## config.mk

```make
export PLATFORM = sky130hd
export DESIGN_NAME = tlfp_print_builder
export DESIGN_NICKNAME = d
export VERILOG_FILES = /design/src/hw/rtl/two_level_fingerprint_lce_core_defines.svh /design/src/hw/rtl/tlfp_pkg.sv /design/src/hw/rtl/tlfp_print_builder.sv
export SDC_FILE = /design/constraint.sdc
export NUM_CORES = 1
export LEC_CHECK = 0
export BUFFER_PORTS_ARGS = -buffer_cell sky130_fd_sc_hd__buf_2
export CORE_MARGIN = 5
export CORE_UTILIZATION = 43
export DETAILED_ROUTE_END_ITERATION = 10
export GPL_TIMING_DRIVEN = 0
export PLACE_DENSITY = 0.86
export SLEW_MARGIN = 25
export SYNTH_ARGS = -nofsm -noshare
export SYNTH_HDL_FRONTEND = slang
export SYNTH_SLANG_ARGS = --single-unit
```

## constraint.sdc

```tcl
create_clock -name clk -period 1.9 [get_ports clk]
set_input_delay 0.095 -clock clk [delete_from_list [all_inputs] [get_ports clk]]
set_output_delay 0.095 -clock clk [all_outputs]
set_load 0.02 [all_outputs]
```

## src/hw/rtl/two_level_fingerprint_lce_core_defines.svh

```systemverilog
// Assertion macros shared by the longest-common-extension core.
// No dependencies; the using module must provide clk and rst_n.
`ifndef TWO_LEVEL_FINGERPRINT_LCE_CORE_DEFINES_SVH
`define TWO_LEVEL_FINGERPRINT_LCE_CORE_DEFINES_SVH

// Same-cycle implication, checked at every rising clock edge outside reset.
`define TLFP_ASSERT_IMPL(lbl, ante, cons, msg) \
    lbl: assert property (@(posedge clk) disable iff (!rst_n) (ante) |-> (cons)) \
        else $error(msg);

// Next-cycle implication, checked at every rising clock edge outside reset.
`define TLFP_ASSERT_NEXT(lbl, ante, cons, msg) \
    lbl: assert property (@(posedge clk) disable iff (!rst_n) (ante) |=> (cons)) \
        else $error(msg);

`endif

```

## src/hw/rtl/tlfp_pkg.sv

```systemverilog
// Package for the longest-common-extension core: sizes, codes and shared types.
// No dependencies; used by every module of the core except tlfp_ram.
`default_nettype none

package tlfp_pkg;

    // Store depth and symbol size.
    localparam int MAX_LEN     = 4096;
    localparam int SYMBOL_BITS = 8;

    // Derived widths.
    localparam int ADDR_W  = $clog2(MAX_LEN);
    localparam int LEN_W   = ADDR_W + 1;
    localparam int WALK_W  = LEN_W + 1;
    localparam int RANK_W  = ADDR_W;
    localparam int PRINT_W = 2 * RANK_W;
    localparam int CFG_W   = 2;

    // Configuration register indexes.
    localparam logic [CFG_W-1:0] CFG_STRING_LENGTH = 2'd0;
    localparam logic [CFG_W-1:0] CFG_SHORT_STEP    = 2'd1;
    localparam logic [CFG_W-1:0] CFG_LONG_STEP     = 2'd2;

    // Operation codes of an input item.
    localparam logic [1:0] OP_LOAD_SYMBOL = 2'd0;
    localparam logic [1:0] OP_LOAD_SUFFIX = 2'd1;
    localparam logic [1:0] OP_QUERY       = 2'd2;

    // Query engine control states.
    typedef enum logic [2:0] {
        ST_IDLE,
        ST_CHECK,
        ST_READ_Q,
        ST_COMPARE,
        ST_FINISH
    } walk_state_t;

    // Which comparison the walk is doing.
    typedef enum logic [2:0] {
        PH_FIRST_SYMBOL,
        PH_FIRST_COARSE,
        PH_FINE,
        PH_COARSE,
        PH_SYMBOL
    } walk_phase_t;

    // Query start command with the effective configuration.
    typedef struct packed {
        logic             start;
        logic [LEN_W-1:0] i;
        logic [LEN_W-1:0] j;
        logic [LEN_W-1:0] n;
        logic [LEN_W-1:0] t1;
        logic [LEN_W-1:0] t2;
    } qry_cmd_t;

    // Write request into the fingerprint memory.
    typedef struct packed {
        logic              we;
        logic [ADDR_W-1:0] addr;
        logic [RANK_W-1:0] coarse;
        logic [RANK_W-1:0] fine;
    } print_wr_t;

endpackage

`default_nettype wire

```

## src/hw/rtl/tlfp_print_builder.sv

```systemverilog
// Builds fingerprint table writes from suffix entries given in rank order.
// Depends on tlfp_pkg.
`default_nettype none

module tlfp_print_builder
    import tlfp_pkg::*;
(
    input  wire logic              clk,
    input  wire logic              rst_n,
    input  wire logic              load,
    input  wire logic [LEN_W-1:0]  position,
    input  wire logic [RANK_W-1:0] rank,
    input  wire logic [LEN_W-1:0]  lcp,
    input  wire logic [LEN_W-1:0]  t1,
    input  wire logic [LEN_W-1:0]  t2,
    output      print_wr_t         wr
);

    logic [RANK_W-1:0] short_print_reg;
    logic [RANK_W-1:0] short_print_next;
    logic [RANK_W-1:0] long_print_reg;
    logic [RANK_W-1:0] long_print_next;

    // A new run starts when the LCP falls below the step.
    always_comb
    begin
        short_print_next = short_print_reg;
        long_print_next  = long_print_reg;
        if (load && (lcp < t1))
        begin
            short_print_next = rank;
        end
        if (load && (lcp < t2))
        begin
            long_print_next = rank;
        end
        wr.we     = load && (position < LEN_W'(MAX_LEN));
        wr.addr   = position[ADDR_W-1:0];
        wr.coarse = short_print_next;
        wr.fine   = long_print_next;
    end

    // Current run heads.
    always_ff @(posedge clk or negedge rst_n)
    begin
        if (!rst_n)
        begin
            short_print_reg <= '0;
            long_print_reg  <= '0;
        end
        else
        begin
            short_print_reg <= short_print_next;
            long_print_reg  <= long_print_next;
        end
    end

endmodule

`default_nettype wire

```

==> metrics.md, run 1 <==
| Metric | Value |
|---|---|
| I/O Buffers | 91 |
| DRC viols | 0 |
| Seq pwr share | 0.309 |
| Sequential cell area fraction in the yosys report | 0.3569 |
| Area contributors post-synth | dfrtp_1 36%, ha_1 18%, mux2_4 18%, buf_4 5.4%, inv_1 5.4% |
| Syn avg cell area | 11.61 um2 |
| Chip width | 72.56 um |
| Most Frequent Cell on Critical Path | buf_6 |
| # H-tree levels | 1 |
| Ys Warns | 0 |
| Post-Synthesis Cells | 145 |
| Unique masters post-synth | 20 |
| FP Rows | 22 |
| Vias per Instance | 4.751 |
| Vias in the first global route | 1534 |
| DR pass1 iterations | 4 |
| Internal | 1.446 mW |
| Period utilisation layout | 1.001 |
| Critical path class | in2out |
| Total track usage | 0.1705 |
| Power, Total | 2.075 mW |
| Slew Limit Fails | 0 |
| Num ports | 104 |
| Pleak | 1.499 nW |
| Setup TNS | -3.024 ps |
| Core Region | 3716 um2 |
| Initial antenna violation count | 0 |
| Yosys top cell area share | 0.3569 |
| DP HPWL | 3.516 mm |
| CTS Buf Count | 3 |
| Combinational power share | 0.479 |
| Fin nets | 349 |
| Net switching power | 629.2 uW |
| Routed wire length | 4.655 mm |
| Max-slew headroom | 0.6450 |
| Synth area leader | dfrtp_1 |
| Final ANT Viol Nets | 0 |
| Top FF cell, synth | dfrtp_1 |
| Crit path time final | 1902 ps |
| Clk_skew | 0 ps |
| Commonest non-fill, non-tap cell in the layout | buf_2 |
| Worst-Margin Slew | 532.4 ps |
| Worst Path Required | 1800 ps |
| Power share of the clock group | 0.212 |
| P per Cell Area | 763.1 nW/um2 |
| Sw Share | 0.3032 |
| Critical-path cell list | buf_8 -> ha_4 -> and2_4 -> a221o_1 -> a21oi_2 -> o21ai_4 -> buf_6 -> mux2_4 -> buf_6 |
| Delay of the slowest critical-path stage | 340 ps |
| Yosys reg bits | 24 |
| Count of final hold-check violations | 0 |
| Congestion Overflow GR | 0 |
| Root Driver | clkbuf_8 |
| First-pass GRT wire length | 6.982 mm |
| Endpoint class of the critical path | primary output |
| Synth Cell Area | 1683 um2 |
| Die height | 72.56 um |
| Slowest CP cell | a221o_1 |
| Clock sinks | 24 |
| Worst-skew pair later-pin latency | 260 ps |
| Failing checks | negative setup slack |
| Die area | 5265 um2 |
| Most frequent cells in the layout | 61 x buf_2, 33 x buf_6, 25 x buf_4 |
| Fin area | 2719 um2 |
| FILL cells | 270 |
| Placement-stage cell area | 2198 um2 |
| Post-Synthesis Net Count | 236 |
| Clock Tree Buf Depth | 2 |
| Status | finished with violations |
| Layout cells sized above 1 | 0.6576 |
| Initial Util | 0.4529 |
| Initial DRC Count | 26 |
| Crit path max fanout | 5 |
| Max Fclk | 525.8 MHz |
| GP Congestion | 0.8051 |
| Peak VDD IR | 0.0005834 V |
| Area grow syn2layout | 61.56% |
| EDFF count, synth | 0 |
| Max Cap Viol | 0 |
| Largest net degree at the start of global routing | 25 |
| Post-route setup slack | -1.876 ps |
| Synth async-reset ratio | 1.000 |
| Hold Crit Class | in2reg |
| Setup violators final | 2 |
| CTS tree | yes |
| WL per Instance | 15.26 um |
| RSZ-0062 raised after global routing | true |
| Dpl ws | -134.8 ps |
| Antenna Cells | 0 |
| Data arrival, critical path | 1810 ps |
| Vias | 1449 |
| Clock-pin slew of the registers on the worst-case setup and hold paths | 80 ps |
| Startpoint types | primary input |
power groups by stage:
stage | clock [mW] | sequential, mW | combinational [mW]
global placement | 0 | 0.642 | 0.689
finish | 0.440 | 0.642 | 0.993
CTS | 0.443 | 0.639 | 0.895
global route | 0.467 | 0.652 | 1.06
floorplan | 0 | 0.638 | 0.480
detailed placement | 0 | 0.650 | 0.711
Yosys cell counts, types with 4 or more instances:
| cell type | count |
|---|---|
| dfrtp_1 | 24 |
| ha_1 | 24 |
| inv_1 | 24 |
| mux2_4 | 20 |
| buf_4 | 12 |
| o21ai_0 | 6 |
| nor2b_1 | 5 |
| a21o_1 | 4 |
| mux2_2 | 4 |
metal layers:
layer | track usage | wire, um
met1 | 0.1923 | 1731
met2 | 0.3136 | 2590
met3 | 0.04294 | 281
met4 | 0.04918 | 53
met5 | 0 | 0
repair_timing:
action	4_1_cts	5_1_grt
setup buffers	4	10
pin swaps	9	8
resized for setup	63	25
setup endpoints to repair	20	24
cloned	2	0
endpoints found under the hold margin	24	0
hold buffers	1	0
through the flow:
step,instances,util,hold WS (ps)
2_1_floorplan,145,-,-200.6
3_3_place_gp,284,0.5916,84.07
3_5_place_dp,284,0.5916,89.70
4_1_cts,295,0.6906,86.34
5_1_grt,305,0.7317,82.88
6_report,305,0.7317,93.55
final timing paths:
kind | startpoint | to | slack [ps] | cells after the start
setup / recovery | lcp[8] | wr[5] | -2 | 9
hold / removal | rank[8] | long_print_reg[8] | 90 | 2
setup reg to reg | short_print_reg[7] | short_print_reg[7] | 1010 | 2
hold reg to reg | long_print_reg[6] | long_print_reg[6] | 510 | 1
max in group asynchronous | rst_n | short_print_reg[3] | 1200 | 2
min in group asynchronous | rst_n | short_print_reg[10] | 340 | 2
kinds of logic after synthesis:
logic type	share of synthesized area
AND/OR/NAND/NOR	0.04833
flip-flops	0.3569
multiplexers	0.2052
adder cells (fa/ha/maj)	0.1784
AO/OA/AOI/OAI	0.09071
buffers and inverters	0.1204
final cells by class:
class,instances,area [um2],area share
clock buffer,3,41.29,0.01519
sequential,24,600.6,0.2209
timing repair buffer,108,792.0,0.2913
clock inverter,1,30.03,0.01104
inverter,24,95.09,0.03497
tap,48,60.06,0.02209
multi-input combinational,83,987.2,0.3631
buffer,14,112.6,0.04142
worst max-delay path: cells and delay by family:
family	cells	cell delay [ps]
multiplexers	1	310
buffers and inverters	3	380
AO/OA/AOI/OAI	3	620
AND/OR/NAND/NOR	1	150
adder cells (fa/ha/maj)	1	230
Power figures use the tool's default switching activity.
==> run 2: changes to the inputs <==
--- a/config.mk
+++ b/config.mk
@@ -11,6 +11,7 @@
 export DETAILED_ROUTE_END_ITERATION = 10
 export GPL_TIMING_DRIVEN = 0
 export PLACE_DENSITY = 0.86
+export RECOVER_POWER = 100
 export SLEW_MARGIN = 25
 export SYNTH_ARGS = -nofsm -noshare
 export SYNTH_HDL_FRONTEND = slang
==> run 2 against run 1 <==
  * The flow still finishes with violations (negative setup slack)
  * First-iteration DRC count rose by 12%
  * Wire length about the same
  * Global-route usage did not move
  * Maximum frequency hardly changed
  * Non-clock buffer count unchanged
  * Die area unchanged
  * Final area decreased by 0.64%
  * Core utilization is 0.47 points lower
  * Clock skew is the same
  * Critical path type unchanged
  * Largest power group unchanged
==> metrics.md, run 2 (synthesis gave the netlist of run 1 again) <==
| Metric | Value |
|---|---|
| GP Congestion | 0.8051 |
| Sw Share | 0.3039 |
| Area grow syn2layout | 60.52% |
| Die height | 72.56 um |
| Initial antenna violation count | 0 |
| RSZ-0062 raised after global routing | true |
| Largest net degree at the start of global routing | 25 |
| Worst Hold Depth | 2 |
| Peak VDD IR | 0.0005827 V |
| FF-to-FF Start | short_print_reg[7] |
| Combinational power share | 0.478 |
| Clock-pin slew of the registers on the worst-case setup and hold paths | 80 ps |
| P per Cell Area | 766.5 nW/um2 |
| Clock sinks | 24 |
| Layout cells sized above 1 | 0.6031 |
| Routed wire length | 4.651 mm |
| Net switching power | 629.3 uW |
| Power, Total | 2.071 mW |
| Core Region | 3716 um2 |
| Hold Crit Class | in2reg |
| Antenna Cells | 0 |
| DP HPWL | 3.516 mm |
| Worst-Margin Slew | 1275 ps |
| Vias per Instance | 4.751 |
| Data arrival, critical path | 1810 ps |
| Total track usage | 0.1705 |
| # H-tree levels | 1 |
| Internal | 1.441 mW |
| Startpoint types | primary input |
| Hold endpoint | long_print_reg[8] |
| Root Driver | clkbuf_8 |
| Most frequent cells in the layout | 47 x buf_2, 33 x buf_6, 25 x buf_4 |
| Worst r2r dst | short_print_reg[7] |
| Dpl ws | -134.8 ps |
| CTS tree | yes |
| Congestion Overflow GR | 0 |
| Crit path max fanout | 5 |
| Post-route setup slack | -1.833 ps |
| Worst R2R Path Depth | 2 |
| Num ports | 104 |
| CTS Buf Count | 3 |
| WL per Instance | 15.25 um |
| Initial DRC Count | 29 |
| Crit path time final | 1902 ps |
| Final ANT Viol Nets | 0 |
| Vias | 1449 |
| DRC viols | 0 |
| Max Fclk | 525.8 MHz |
| Fin util | 0.7269 |
| Pleak | 1.460 nW |
| Vias in the first global route | 1534 |
| Reg2Reg Setup Slack | 1010 ps |
| Setup violators final | 2 |
| HP Start | rank[8] |
| Commonest non-fill, non-tap cell in the layout | buf_2 |
| Max Cap Viol | 0 |
| Worst Path Required | 1800 ps |
| Power share of the clock group | 0.213 |
| Count of final hold-check violations | 0 |
| Max-slew headroom | 0.1497 |
| Initial Util | 0.4529 |
| DR pass1 iterations | 4 |
| Fin nets | 349 |
| First-pass GRT wire length | 6.982 mm |
| Critical path class | in2out |
| Die area | 5265 um2 |
| Period utilisation layout | 1.001 |
| Failing checks | negative setup slack |
| Slew Limit Fails | 0 |
| FP Rows | 22 |
| Chip width | 72.56 um |
| Clk_skew | 0 ps |
| I/O Buffers | 91 |
| Endpoint class of the critical path | primary output |
| Seq pwr share | 0.310 |
| Status | finished with violations |
| Clock Tree Buf Depth | 2 |
| Worst-skew pair later-pin latency | 260 ps |
==> run 2: cell count changes in the layout (fill, tap and decap cells not counted) <==
cell,change
clkbuf_1,+14
buf_2,-14
==> run 2: per-stage QoR <==
stage               setup TNS (ps)  instance area, um2  hold WS (ps)  std cells
floorplan                        0                1683        -200.6        145
global placement             -1790                2198         84.07        284
detailed placement           -2249                2198         89.70        284
CTS                              0                2566         86.34        295
global route                -817.2                2701         82.88        305
finish                      -2.938                2701         93.55        305
==> run 2: critical path: stages <==
cell and delay [ps]:
buf_8 100, ha_4 230, and2_4 150, a221o_1 340
a21oi_2 180, o21ai_4 100, buf_6 150, mux2_4 310
buf_6 130
==> run 2: worst max path at each step <==
stage                         endpoint  slack [ps]  startpoint  cells after the start
floorplan           long_print_reg[10]         180       t2[6]                      8
global placement                 wr[2]        -100      lcp[6]                      9
detailed placement              wr[18]        -130      lcp[6]                      9
CTS                             wr[18]           2       t1[6]                     10
global route                     wr[9]         -60      lcp[8]                      9
finish                           wr[5]          -2      lcp[8]                      9
==> run 2: area by class of cell <==
class                   instances  area (um2)
plain buffers                  14       112.6
clock buffers                   3       41.29
clock inverters                 1       30.03
fillers                       277        1015
inverters                      24       95.09
multi-input cells              83       987.2
flip-flops and latches         24       600.6
well taps                      48       60.06
repair buffers                108       774.5
==> run 2: timing repair <==
item / CTS / global route
setup buffers: 4 / 10
gates resized for setup: 63 / 25
hold endpoints to repair: 24 / 0
hold buffers: 1 / 0
setup endpoints to repair: 20 / 24
gates cloned: 2 / 0
pin swaps: 9 / 8
==> run 2: routing by layer <==
metal	vias to the layer above	part of all wire	track usage	wire (um)
met3	7	0.061	0.04294	282
met2	52	0.56	0.3136	2589
met1	681	0.37	0.1923	1726
met4	0	0.011	0.04918	53
li1	709	-	-	-
met5	-	0	0	0
==> run 2: power by group through the flow <==
| stage | combinational (mW) | sequential (mW) | clock [mW] |
|---|---|---|---|
| global route | 1.06 | 0.652 | 0.467 |
| floorplan | 0.480 | 0.638 | 0 |
| finish | 0.989 | 0.642 | 0.440 |
| detailed placement | 0.711 | 0.650 | 0 |
| CTS | 0.895 | 0.639 | 0.443 |
| global placement | 0.689 | 0.642 | 0 |
