==> src/hw/rtl/two_level_fingerprint_lce_core_defines.svh <==
// Assertion macros shared by the longest-common-extension core.
// No dependencies; the using module must provide clk and rst_n.
`ifndef TWO_LEVEL_FINGERPRINT_LCE_CORE_DEFINES_SVH
`define TWO_LEVEL_FINGERPRINT_LCE_CORE_DEFINES_SVH

// Same-cycle implication, checked at every rising clock edge outside reset.
`define TLFP_ASSERT_IMPL(lbl, ante, cons, msg) \
    lbl: assert property (@(posedge clk) disable iff (!rst_n) (ante) |-> (cons)) \
        else $error(msg);

// Next-cycle implication, checked at every rising clock edge outside reset.
`define TLFP_ASSERT_NEXT(lbl, ante, cons, msg) \
    lbl: assert property (@(posedge clk) disable iff (!rst_n) (ante) |=> (cons)) \
        else $error(msg);

`endif

==> src/hw/rtl/tlfp_pkg.sv <==
// Package for the longest-common-extension core: sizes, codes and shared types.
// No dependencies; used by every module of the core except tlfp_ram.
`default_nettype none

package tlfp_pkg;

    // Store depth and symbol size.
    localparam int MAX_LEN     = 4096;
    localparam int SYMBOL_BITS = 8;

    // Derived widths.
    localparam int ADDR_W  = $clog2(MAX_LEN);
    localparam int LEN_W   = ADDR_W + 1;
    localparam int WALK_W  = LEN_W + 1;
    localparam int RANK_W  = ADDR_W;
    localparam int PRINT_W = 2 * RANK_W;
    localparam int CFG_W   = 2;

    // Configuration register indexes.
    localparam logic [CFG_W-1:0] CFG_STRING_LENGTH = 2'd0;
    localparam logic [CFG_W-1:0] CFG_SHORT_STEP    = 2'd1;
    localparam logic [CFG_W-1:0] CFG_LONG_STEP     = 2'd2;

    // Operation codes of an input item.
    localparam logic [1:0] OP_LOAD_SYMBOL = 2'd0;
    localparam logic [1:0] OP_LOAD_SUFFIX = 2'd1;
    localparam logic [1:0] OP_QUERY       = 2'd2;

    // Query engine control states.
    typedef enum logic [2:0] {
        ST_IDLE,
        ST_CHECK,
        ST_READ_Q,
        ST_COMPARE,
        ST_FINISH
    } walk_state_t;

    // Which comparison the walk is doing.
    typedef enum logic [2:0] {
        PH_FIRST_SYMBOL,
        PH_FIRST_COARSE,
        PH_FINE,
        PH_COARSE,
        PH_SYMBOL
    } walk_phase_t;

    // Query start command with the effective configuration.
    typedef struct packed {
        logic             start;
        logic [LEN_W-1:0] i;
        logic [LEN_W-1:0] j;
        logic [LEN_W-1:0] n;
        logic [LEN_W-1:0] t1;
        logic [LEN_W-1:0] t2;
    } qry_cmd_t;

    // Write request into the fingerprint memory.
    typedef struct packed {
        logic              we;
        logic [ADDR_W-1:0] addr;
        logic [RANK_W-1:0] coarse;
        logic [RANK_W-1:0] fine;
    } print_wr_t;

endpackage

`default_nettype wire

==> src/hw/rtl/tlfp_query_engine.sv <==
// Query sequencer: walks the text and fingerprint memories for one query and
// holds the result item in an output register. Depends on tlfp_pkg and the
// assertion macro header.
`default_nettype none
`include "two_level_fingerprint_lce_core_defines.svh"

module tlfp_query_engine
    import tlfp_pkg::*;
(
    input  wire logic                   clk,
    input  wire logic                   rst_n,
    input  wire qry_cmd_t               cmd,
    output      logic                   busy,
    output      logic [ADDR_W-1:0]      rd_addr,
    input  wire logic [SYMBOL_BITS-1:0] text_rdata,
    input  wire logic [PRINT_W-1:0]     print_rdata,
    output      logic                   out_valid,
    input  wire logic                   out_stall,
    output      logic [LEN_W-1:0]       extension_length,
    output      logic                   out_of_range
);

    walk_state_t            state_reg, state_next;
    walk_phase_t            phase_reg, phase_next;
    logic [LEN_W-1:0]       i_reg, i_next;
    logic [LEN_W-1:0]       j_reg, j_next;
    logic [LEN_W-1:0]       n_reg, n_next;
    logic [LEN_W-1:0]       t1_reg, t1_next;
    logic [LEN_W-1:0]       t2_reg, t2_next;
    logic [WALK_W-1:0]      p_reg, p_next;
    logic [WALK_W-1:0]      q_reg, q_next;
    logic                   oor_reg, oor_next;
    logic [SYMBOL_BITS-1:0] hold_text_reg, hold_text_next;
    logic [PRINT_W-1:0]     hold_print_reg, hold_print_next;
    logic                   out_valid_reg, out_valid_next;
    logic [LEN_W-1:0]       out_len_reg, out_len_next;
    logic                   out_oor_reg, out_oor_next;

    logic                   in_bounds;
    logic                   data_match;
    logic                   chk_done;
    logic                   chk_ok;
    logic [WALK_W-1:0]      step;
    logic [WALK_W-1:0]      walked;
    logic [LEN_W-1:0]       far_pos;
    logic [LEN_W-1:0]       limit;
    logic [LEN_W-1:0]       capped_len;

    // Positions at or past the text end never match.
    assign in_bounds = (p_reg < WALK_W'(n_reg)) && (q_reg < WALK_W'(n_reg));

    // Compare the held entry of p with the entry of q now on the read port.
    always_comb
    begin
        case (phase_reg)
            PH_FIRST_SYMBOL, PH_SYMBOL:
            begin
                data_match = (hold_text_reg == text_rdata);
            end
            PH_FIRST_COARSE, PH_COARSE:
            begin
                data_match = (hold_print_reg[PRINT_W-1 -: RANK_W]
                              == print_rdata[PRINT_W-1 -: RANK_W]);
            end
            PH_FINE:
            begin
                data_match = (hold_print_reg[RANK_W-1:0] == print_rdata[RANK_W-1:0]);
            end
            default:
            begin
                data_match = 1'b0;
            end
        endcase
    end

    // Step size of the current phase.
    always_comb
    begin
        case (phase_reg)
            PH_FIRST_COARSE, PH_COARSE:
            begin
                step = WALK_W'(t1_reg);
            end
            PH_FINE:
            begin
                step = WALK_W'(t2_reg);
            end
            default:
            begin
                step = WALK_W'(1);
            end
        endcase
    end

    // Final length, capped at n minus the larger position.
    always_comb
    begin
        walked   = p_reg - WALK_W'(i_reg);
        far_pos  = (i_reg > j_reg) ? i_reg : j_reg;
        limit    = n_reg - far_pos;
        if (walked > WALK_W'(limit))
        begin
            capped_len = limit;
        end
        else
        begin
            capped_len = walked[LEN_W-1:0];
        end
    end

    // Next state and outputs of the walk.
    always_comb
    begin
        state_next      = state_reg;
        phase_next      = phase_reg;
        i_next          = i_reg;
        j_next          = j_reg;
        n_next          = n_reg;
        t1_next         = t1_reg;
        t2_next         = t2_reg;
        p_next          = p_reg;
        q_next          = q_reg;
        oor_next        = oor_reg;
        hold_text_next  = hold_text_reg;
        hold_print_next = hold_print_reg;
        out_len_next    = out_len_reg;
        out_oor_next    = out_oor_reg;
        out_valid_next  = out_valid_reg && out_stall;
        rd_addr         = q_reg[ADDR_W-1:0];
        chk_done        = 1'b0;
        chk_ok          = 1'b0;

        case (state_reg)
            ST_IDLE:
            begin
                if (cmd.start)
                begin
                    i_next   = cmd.i;
                    j_next   = cmd.j;
                    n_next   = cmd.n;
                    t1_next  = cmd.t1;
                    t2_next  = cmd.t2;
                    p_next   = WALK_W'(cmd.i);
                    q_next   = WALK_W'(cmd.j);
                    oor_next = 1'b0;
                    if ((cmd.i > cmd.n) || (cmd.j > cmd.n))
                    begin
                        oor_next   = 1'b1;
                        state_next = ST_FINISH;
                    end
                    else if (cmd.i == cmd.j)
                    begin
                        // Equal positions extend to the end of the text.
                        p_next     = WALK_W'(cmd.n);
                        q_next     = WALK_W'(cmd.n);
                        state_next = ST_FINISH;
                    end
                    else
                    begin
                        phase_next = PH_FIRST_SYMBOL;
                        state_next = ST_CHECK;
                    end
                end
            end
            ST_CHECK:
            begin
                rd_addr = p_reg[ADDR_W-1:0];
                if (in_bounds)
                begin
                    state_next = ST_READ_Q;
                end
                else
                begin
                    chk_done = 1'b1;
                end
            end
            ST_READ_Q:
            begin
                hold_text_next  = text_rdata;
                hold_print_next = print_rdata;
                state_next      = ST_COMPARE;
            end
            ST_COMPARE:
            begin
                chk_done = 1'b1;
                chk_ok   = data_match;
            end
            ST_FINISH:
            begin
                if (!out_valid_reg || !out_stall)
                begin
                    out_valid_next = 1'b1;
                    out_oor_next   = oor_reg;
                    out_len_next   = oor_reg ? '0 : capped_len;
                    state_next     = ST_IDLE;
                end
            end
            default:
            begin
                state_next = ST_IDLE;
            end
        endcase

        // Phase transitions at the end of each comparison.
        if (chk_done)
        begin
            state_next = ST_CHECK;
            if (chk_ok)
            begin
                p_next = p_reg + step;
                q_next = q_reg + step;
            end
            case (phase_reg)
                PH_FIRST_SYMBOL:
                begin
                    if (chk_ok)
                    begin
                        phase_next = PH_FIRST_COARSE;
                    end
                    else
                    begin
                        state_next = ST_FINISH;
                    end
                end
                PH_FIRST_COARSE:
                begin
                    phase_next = chk_ok ? PH_FINE : PH_SYMBOL;
                end
                PH_FINE:
                begin
                    if (!chk_ok)
                    begin
                        phase_next = PH_COARSE;
                    end
                end
                PH_COARSE:
                begin
                    if (!chk_ok)
                    begin
                        phase_next = PH_SYMBOL;
                    end
                end
                PH_SYMBOL:
                begin
                    if (!chk_ok)
                    begin
                        state_next = ST_FINISH;
                    end
                end
                default:
                begin
                    state_next = ST_FINISH;
                end
            endcase
        end
    end

    // Control registers.
    always_ff @(posedge clk or negedge rst_n)
    begin
        if (!rst_n)
        begin
            state_reg     <= ST_IDLE;
            phase_reg     <= PH_FIRST_SYMBOL;
            out_valid_reg <= 1'b0;
        end
        else
        begin
            state_reg     <= state_next;
            phase_reg     <= phase_next;
            out_valid_reg <= out_valid_next;
        end
    end

    // Payload registers.
    always_ff @(posedge clk)
    begin
        i_reg          <= i_next;
        j_reg          <= j_next;
        n_reg          <= n_next;
        t1_reg         <= t1_next;
        t2_reg         <= t2_next;
        p_reg          <= p_next;
        q_reg          <= q_next;
        oor_reg        <= oor_next;
        hold_text_reg  <= hold_text_next;
        hold_print_reg <= hold_print_next;
        out_len_reg    <= out_len_next;
        out_oor_reg    <= out_oor_next;
    end

    assign busy             = (state_reg != ST_IDLE);
    assign out_valid        = out_valid_reg;
    assign extension_length = out_len_reg;
    assign out_of_range     = out_oor_reg;

    // Walk and result checks.
    `TLFP_ASSERT_IMPL(a_start_when_idle, cmd.start, state_reg == ST_IDLE, "query started while busy")
    `TLFP_ASSERT_IMPL(a_walk_lockstep, state_reg != ST_IDLE, (p_reg - WALK_W'(i_reg)) == (q_reg - WALK_W'(j_reg)), "walk positions diverged")
    `TLFP_ASSERT_IMPL(a_walk_forward, state_reg != ST_IDLE, p_reg >= WALK_W'(i_reg), "walk moved below start")
    `TLFP_ASSERT_IMPL(a_oor_zero_len, out_valid_reg && out_oor_reg, out_len_reg == '0, "out of range item has a length")
    `TLFP_ASSERT_NEXT(a_finish_delivers, (state_reg == ST_FINISH) && (!out_valid_reg || !out_stall), out_valid_reg && (state_reg == ST_IDLE), "finished query not delivered")

endmodule

`default_nettype wire

==> config.mk <==
export PLATFORM = sky130hd
export DESIGN_NAME = tlfp_query_engine
export DESIGN_NICKNAME = d
export VERILOG_FILES = /design/src/hw/rtl/tlfp_pkg.sv /design/src/hw/rtl/tlfp_query_engine.sv
export VERILOG_INCLUDE_DIRS = /design/src /design/src/hw/rtl
export SDC_FILE = /design/constraint.sdc
export NUM_CORES = 1
export LEC_CHECK = 0
export BUFFER_PORTS_ARGS = -buffer_cell sky130_fd_sc_hd__buf_2
export CORE_ASPECT_RATIO = 2
export CORE_UTILIZATION = 59
export DETAILED_ROUTE_END_ITERATION = 6
export PLACE_DENSITY = 0.81
export SETUP_SLACK_MARGIN = 0.4
export SLEW_MARGIN = 10
export SYNTH_ARGS = -nofsm -noshare
export SYNTH_HDL_FRONTEND = slang
export SYNTH_SLANG_ARGS = --single-unit
==> constraint.sdc <==
create_clock -name clk -period 6 [get_ports clk]
set_clock_uncertainty 0.1 [all_clocks]
set_input_delay 0.6 -clock clk [delete_from_list [all_inputs] [get_ports clk]]
set_output_delay 0.6 -clock clk [all_outputs]
set_load 0.02 [all_outputs]
==> results.md <==
* Post-Synthesis Cell Area at ~0.01 sq mm
* Yosys synthesis warning count at 0
* Root buf cell: clkbuf_16
* Crit-path cells: ha_1 -> nand4_1 -> nor3_2 -> o21ai_1 -> o211ai_1 -> a21boi_4 -> mux2_4 -> ha_4 -> fa_2 -> nor2b_1 -> o21a_1 -> o21ai_2 -> a21oi_2 -> nor4b_2 -> nor3_1 -> xnor2_1 -> ha_1 -> nand4_1 -> a31oi_1 -> a21oi_1 -> o21ai_2 -> clkbuf_16 -> mux2i_1 -> nor2_1
* Sequential cell fraction of total power at 0.274
* Max reg flops at 24
* Antenna-violating nets left at 0
* Clk buf depth at 2
* Arr. time, crit path at 5.56 ns
* Worst vdd ir at 0.0003321 V
* Iteration-0 DRC count of the detailed router at 400
* DR WL/cell at 19.59 um
* Initial Util at 0.6037
* CP Class: flip-flop to flip-flop
* Worst setup SP type: flip-flop
* Layout area overhead at 16.19%
* Number of synthesized flops with an enable pin at 112
* Largest area contributor in the netlist: edfxtp_1
* Cell Pwr Density at 526.9 mW/mm^2
* Htree depth at 4
* Inserted Clock Buffers at 17
* Setup violations, final at 0
* Yosys cell types at slightly above 60
* WP data required at just over 6 ns
* Largest fanout on the critical path at 6
* Clock power share at 0.168
* Internal Power at 0.003564 W
* Initial antenna violation count at 1
* # rows at 67
* CP bufs+invs at 1
* First-pass iteration count of the detailed router at 5
* Flops & latches, synth at between 100 and 150
* Syn nets at 1227
* DRC at 0
* Overall Global Routing Usage at 0.3152
* Logic pwr share at 0.558
* Crit path time final at roughly 5.5 ns
* Vias per std cell at approximately 6.1
* Routability-driven placement congestion ratio at between 0.9 and 1
* Delay-heaviest family, CP: compound AO/OA/AOI/OAI gates
* Async SR Flop Fraction at 0.04762
* Switching power total at between 0.002 and 0.003 W
* Max incr delay on CP at around 0.4 ns
* Final WL at 26.74 mm
* Routed via count at between 8k and 9k
* Top FF cell, synth: edfxtp_1
* Syn Inst Count at 995
* Boundary pin count at 129
* Mean Syn Cell Area at 10.22 sq um
* Non-Filler Instances at 1365
* Switching Fraction at 0.4277
* CTS clk-pin slew, worst paths at around 0.060 ns
* Clock latency on the worst-skew pair at 0.44 ns
* Ranking of synthesized cells by area: edfxtp_1, ha_1, dfxtp_1, mux2i_1, xnor2_1
* Crit share post-route at 0.9172
* Total grt overflow at 0
* Maximum number of pins on one net before global-route repair at between 40 and 50
* Leak at 5.419 nW
* Die Area at 0.01780 sq mm
* Post-synth top cells: ha_1, edfxtp_1, inv_1
* DIE WIDTH at between 90 and 100 um
* Fraction of layout cells with a size suffix above 1 at 0.1841
* First-pass GRT wire length at 41.92 mm
* Slew @ Worst Pin at 0.6977 ns
* Final Max Tran Viols at 0
* Slew margin rel. at 0.5331
* Seq/Total Area, Yosys at 0.4030
* Post-synth top area share at 0.3306
* Most numerous cell in the Yosys netlist: ha_1
* Core footprint at 0.01685 sq mm
* Final Util at 0.7014
* Cells after DPL at 1320
* Hpwl dp at between 20 and 25 mm
* RSZ-0062 raised after global routing: yes
* CP Capture Type: flip-flop
* Clk sink count at 147
* Status: completed
* HP Class: input port to flip-flop
* Vias in the first global route at 8569
* Slowest CP cell: edfxtp_1
* Timing-limited maximum frequency at 0.1817 GHz
* # Max-Cap Violations at 0
* CTS tree: yes
* Post-layout nets at 1376
* Post-route setup TNS at 0 ns
* Final hold violations at 0
* Die height at 187.7 um
* PortBufs at roughly 130
[stage by stage]
| stage | setup WS, ns | hold slack [ns] | power (W) | area (sq um) |
|---|---|---|---|---|
| detailed placement | 0.01448 | 0.3424 | 0.004946 | 11060 |
| CTS | 0.4158 | 0.2331 | 0.006008 | 11670 |
| floorplan | 0.6922 | 0.2044 | 0.003980 | 10170 |
| finish | 0.4967 | 0.2398 | 0.006228 | 11820 |
| global route | 0.2009 | 0.2451 | 0.006652 | 11820 |
| global placement | 0.2123 | 0.3439 | 0.004838 | 11060 |
[power groups by stage]
| stage | combinational, W | clock (W) | sequential [W] |
|---|---|---|---|
| after floorplan | 0.00229 | 0 | 0.00169 |
| after global placement | 0.00314 | 0 | 0.00170 |
| after detailed placement | 0.00323 | 0 | 0.00172 |
| after CTS | 0.00326 | 0.00105 | 0.00170 |
| after global routing | 0.00382 | 0.00109 | 0.00174 |
| final | 0.00348 | 0.00104 | 0.00171 |
[cell families after synthesis]
kind of cell               count (synthesis)  share of synthesized area
xor gates and xnor gates                  85                    0.07319
AOI/OAI and AO/OA                        206                     0.1354
and+or+nand+nor                          258                     0.1220
adders and majority gates                131                     0.1641
buffers and inverters                    110                    0.04366
DFF                                      147                     0.4030
muxes                                     58                    0.05867
[layout make-up]
type / count / area, sq um
Sequential cell: 147 / 4099
Inverter: 88 / 330.3
Timing Repair Buffer: 152 / 853.3
Clock inverter: 13 / 136.4
Antenna cell: 1 / 2.502
Clock buffer: 19 / 432.9
Tap cell: 207 / 259.0
Fill cell: 1277 / 5031
Multi-Input combinational cell: 738 / 5705
[worst paths after layout]
path	slack, ns	from	depth (start not counted)	endpoint
max in group asynchronous	5.19	rst_n	2	state_reg[2]$_DFFE_PN0P_
min in group asynchronous	0.44	rst_n	2	state_reg[1]$_DFFE_PN0P_
worst max-delay path	0.50	i_reg[10]$_DFFE_PP_	24	extension_length[2]$_SDFFCE_PP0P_
worst max register to register	0.50	i_reg[10]$_DFFE_PP_	24	extension_length[2]$_SDFFCE_PP0P_
worst min-delay path	0.24	cmd[17]	1	t1_reg[4]$_DFFE_PP_
worst min register to register	0.41	q_reg[13]$_DFF_P_	1	q_reg[13]$_DFF_P_
[layer usage]
layer,part of all wire,vias to the layer above,wire length [um],track usage
li1,-,3965,-,-
met1,0.33,3888,8898,0.3019
met2,0.53,328,14300,0.5719
met3,0.047,137,1262,0.05150
met4,0.085,0,2281,0.2448
met5,0,-,0,0
[cells in the final DEF, fill, tap and decap left out, types with 18 or more instances in the layout]
cell type  Yosys  final
a21oi_1       51     49
inv_1         87     86
xor2_1        34     34
nand3_1       22     22
ha_1         127    125
nand2_1       73     73
nor3_1        19     18
o21ai_0       37     34
buf_2          7    128
xnor2_1       51     51
edfxtp_1     112    112
buf_4          2     21
dfxtp_1       28     28
mux2i_1       45     45
nor2_1        68     68
clkbuf_16      0     18
o221ai_1      20     20
[what timing repair did]
item	in CTS	in global routing
setup endpoints to repair	13	13
cloned	0	1
setup buffers	1	9
pin swaps	3	11
hold endpoints to repair	7	0
resized for setup	6	14
hold buffers	1	0
Note: power is estimated with default switching activity, not from simulation.
